--- src/design/pbl_ram.sv ---
module pbl_ram #(
    parameter int WIDTH = 8,
    parameter int DEPTH = 16
) (
    input  logic                     i_clk,
    input  logic                     i_we,
    input  logic [$clog2(DEPTH)-1:0] i_waddr,
    input  logic [WIDTH-1:0]         i_wdata,
    input  logic                     i_re,
    input  logic [$clog2(DEPTH)-1:0] i_raddr,
    output logic [WIDTH-1:0]         o_rdata
);

    logic [WIDTH-1:0] r_mem [DEPTH];
    logic [WIDTH-1:0] r_rdata;

    always_ff @(posedge i_clk) begin
        if (i_we) begin
            r_mem[i_waddr] <= i_wdata;
        end
        if (i_re) begin
            r_rdata <= r_mem[i_raddr];
        end
    end

    assign o_rdata = r_rdata;

endmodule

--- config.mk ---
export PLATFORM = sky130hd
export DESIGN_NAME = pbl_ram
export DESIGN_NICKNAME = d
export VERILOG_FILES = /design/src/design/pbl_ram.sv
export SDC_FILE = /design/constraint.sdc
export NUM_CORES = 1
export LEC_CHECK = 0
export BUFFER_PORTS_ARGS = -buffer_cell sky130_fd_sc_hd__buf_4
export CORE_MARGIN = 5
export CORE_UTILIZATION = 53
export DETAILED_ROUTE_END_ITERATION = 10
export PLACE_DENSITY = 0.71
export SETUP_SLACK_MARGIN = 0.02
export SLEW_MARGIN = 5
export SYNTH_ARGS = -nofsm -noshare
export SYNTH_HDL_FRONTEND = slang
export SYNTH_SLANG_ARGS = --single-unit
--- constraint.sdc ---
create_clock -name i_clk -period 2.2 [get_ports i_clk]
set_input_delay 0.33 -clock i_clk [delete_from_list [all_inputs] [get_ports i_clk]]
set_output_delay 0.33 -clock i_clk [all_outputs]
set_load 0.005 [all_outputs]
==> summary.md <==
| Metric | Value |
|---|---|
| Pin count of the biggest net entering global routing | `29` |
| Crit path arrival time | `1.77 ns` |
| Number of synthesized register bits | `136` |
| Detail-routed net length per standard cell | `23.00 µm` |
| Combined global-route utilization of all metal layers | `18.80%` |
| Count of boundary I/O pins | `27` |
| Die outline height | `109.3 µm` |
| Required time reported for the critical path endpoint | `2.45 ns` |
| Overall die area | `11,950 µm²` |
| Slew headroom | `71.52%` |
| Deepest clock path buffer count | `2` |
| Sum of overflow across all layers after global routing | `0` |
| Top cells by instance count after synthesis | `edfxtp_1, mux4_2, a22oi_1, mux4_1, nor2_1` |
| Total half-perimeter wirelength after legalization and detailed placement | `6.484 mm` |
| Worst Hold Class | `in -> reg` |
| Synthesized area | `5228 µm²` |
| Final critical delay including setup and external delays | `1.526 ns` |
| Period utilisation layout | `69.36%` |
| Final worst hold slack | `0.1115 ns` |
| Post-Synthesis Cells | `229` |
| Synthesis-to-layout area growth | `20.90%` |
| Antenna Diode Count | `0` |
| RSZ-0062 raised after global routing | `false` |
| Total setup buffers inserted after CTS | `0` |
| Number of CTS-inserted buffers | `17` |
| Power density of the placed cells | `980.2 nW/µm²` |
| CORE AREA | `9684 µm²` |
| Summed area of non-filler cells in the final layout | `6320 µm²` |
| Yosys cell types | `18` |
| Number of failing hold endpoints at the final stage | `0` |
| Max capacitance violation total | `0` |
| Post-layout worst setup margin | `0.6741 ns` |
| Worst Hold Depth | `1` |
| Post-Syn Nets | `248` |
| Initial antenna violation count | `0` |
| Worst Reg-to-Reg Cells | `3` |
| DP Area | `5695 µm²` |
| Predominant post-synthesis flop cell | `edfxtp_1` |
| First-pass detailed-route iteration total | `4` |
| Synthesized-area fraction occupied by adder cells | `0%` |
| Crit-path max FO | `1` |
| Result of the run | `completed` |
| Pre-CTS setup slack | `0.2465 ns` |
| Main area contributors after synthesis | `edfxtp_1, mux4_2, mux4_1` |
| Sinks on the clock net | `136` |
| Critical path capture point type | `flop` |
| Setup Crit Path Kind | `reg -> reg` |
| Cts-stage hold buffer count | `0` |
| Total vias in the final route | `2,487` |
| Largest vdd supply drop | `0.5039 mV` |
| Largest family of logic cells by synthesized area | `multiplexers` |
| Multiplexer share of the synthesized area | `14.79%` |
| Wire length of the first global-routing pass | `15.31 mm` |
| Die Width | `109.3 µm` |
| Insertion delay of the later-clocked pin in the worst-skew pair | `0.51 ns` |
| Clock-pin slew reported for the worst setup and hold paths after clock tree synthesis | `0.06 ns` |
| Via count of the first global-routing pass | `2,558` |
| Complex-gate fraction of the synthesized area | `2.298%` |
| Actual slew at the worst max-slew pin | `0.4272 ns` |
| Async set-reset flop share out of synthesis | `0%` |
| Fin nets | `307` |
| Count of final max-slew check failures | `0` |
| Global placer's final weighted congestion | `0.7654` |
| Final Setup Violations | `0` |
| Initial core utilization | `53.98%` |
| Number of cell rows | `36` |
| Port-buffer cells | `26` |
| Leading cell type by number of instances after synthesis | `edfxtp_1` |
| Final design utilization | `65.26%` |
| Total detailed-routing wirelength | `9.938 mm` |
| Ratio of cells with drive above 1 in the final layout | `31.77%` |
| Total leakage power | `2.168 nW` |
| CTS Root Cell | `clkbuf_8` |
| Post_cts resized | `0` |
| Layout Skew | `0.005493 ns` |
| Part of the Yosys area used for sequential elements | `78.12%` |
| Antenna-violating nets left | `0` |
| H-Tree Level Count | `4` |
| Average cell area after synthesis | `22.83 µm²` |
| Initial drt markers | `258` |
| Cell type with the largest total area after synthesis | `edfxtp_1` |
| Post-route DRC violation count | `0` |
| Total negative slack for setup checks | `0 ns` |
| Critical Path Start Type | `flop` |
| Yosys warning count | `0` |
| TritonCTS clock tree | `done` |
| Simple-gate area share of the yosys netlist | `3.135%` |
| Xor/xnor share of the synthesized area | `0%` |
| Post-synth top area share | `78.12%` |
| Vias per Instance | `5.757` |
| Peak clock frequency supported by timing | `655.3 MHz` |
| Number of enable-type register cells in the synthesized netlist | `136` |
## power by group
part / switching, W / internal (W) / leakage [nW] / total (W)
clock: 0.000937 / 0.00203 / 0.307 / 0.00297
combinational: 0.000152 / 0.000134 / 0.625 / 0.000286
sequential: 0.0000158 / 0.00292 / 1.24 / 0.00294
## state kept, by name, indices dropped and copies added, names as in the netlist
register / cells
r_mem: 128
o_rdata: 8
## cell families (layout without fill, tap and decap cells)
| kind of cell | count (synthesis) | count (layout) |
|---|---|---|
| muxes | 32 | 32 |
| buffers and inverters | 10 | 80 |
| DFF | 136 | 136 |
| and+or+nand+nor | 35 | 35 |
| AOI/OAI and AO/OA | 16 | 16 |
## layout by cell type, fill, tap and decap left out
master and instances:
nand3_1 1, bufinv_16 6, edfxtp_1 136, and2b_1 1, clkbuf_1 1, mux4_1 14, buf_12 1, clkinv_2 3
and2_1 1, a22oi_1 16, nor3_1 4, nand3b_1 2, buf_4 49, nand2_1 9, clkinv_1 3, nand2b_1 2
nor2_1 13, clkbuf_8 1, nor2b_1 1, clkbuf_16 16, mux4_2 18, or3b_2 1
## per-stage QoR
step / total power (W) / cells
floorplan: 0.003133 / 229
global placement: 0.003268 / 402
detailed placement: 0.003280 / 402
CTS: 0.006251 / 432
global route: 0.006379 / 432
finish: 0.006194 / 432
## worst paths after layout
path	startpoint	to	slack (ns)
worst max register to register	r_mem[3][6]	o_rdata[6]	0.67
worst min-delay path	i_re	o_rdata[4]	0.11
worst min register to register	r_mem[4][3]	o_rdata[3]	0.75
worst max-delay path	r_mem[3][6]	o_rdata[6]	0.67
## layout make-up
cell class / count / area [µm²]
fillers: 620 / 3364
clock buffers: 18 / 417.9
well taps: 133 / 166.4
clock inverters: 12 / 206.4
multi-input cells: 83 / 1057
flip-flops and latches: 136 / 4084
repair buffers: 50 / 387.9
## critical path, stage by stage, from the launching register on
cell	delay, ns
edfxtp_1	0.36
mux4_2	0.48
a22oi_1	0.28
nand2_1	0.14
## routing by layer
layer / vias to the layer above / share of wire, % / GRT usage, %
li1: 1101 / - / -
met1: 1274 / 43 / 26.83
met2: 102 / 49 / 28.33
met3: 10 / 7.0 / 4.991
met4: 0 / 1.1 / 6.946
met5: - / 0 / 0
(Power assumes the default switching activity.)
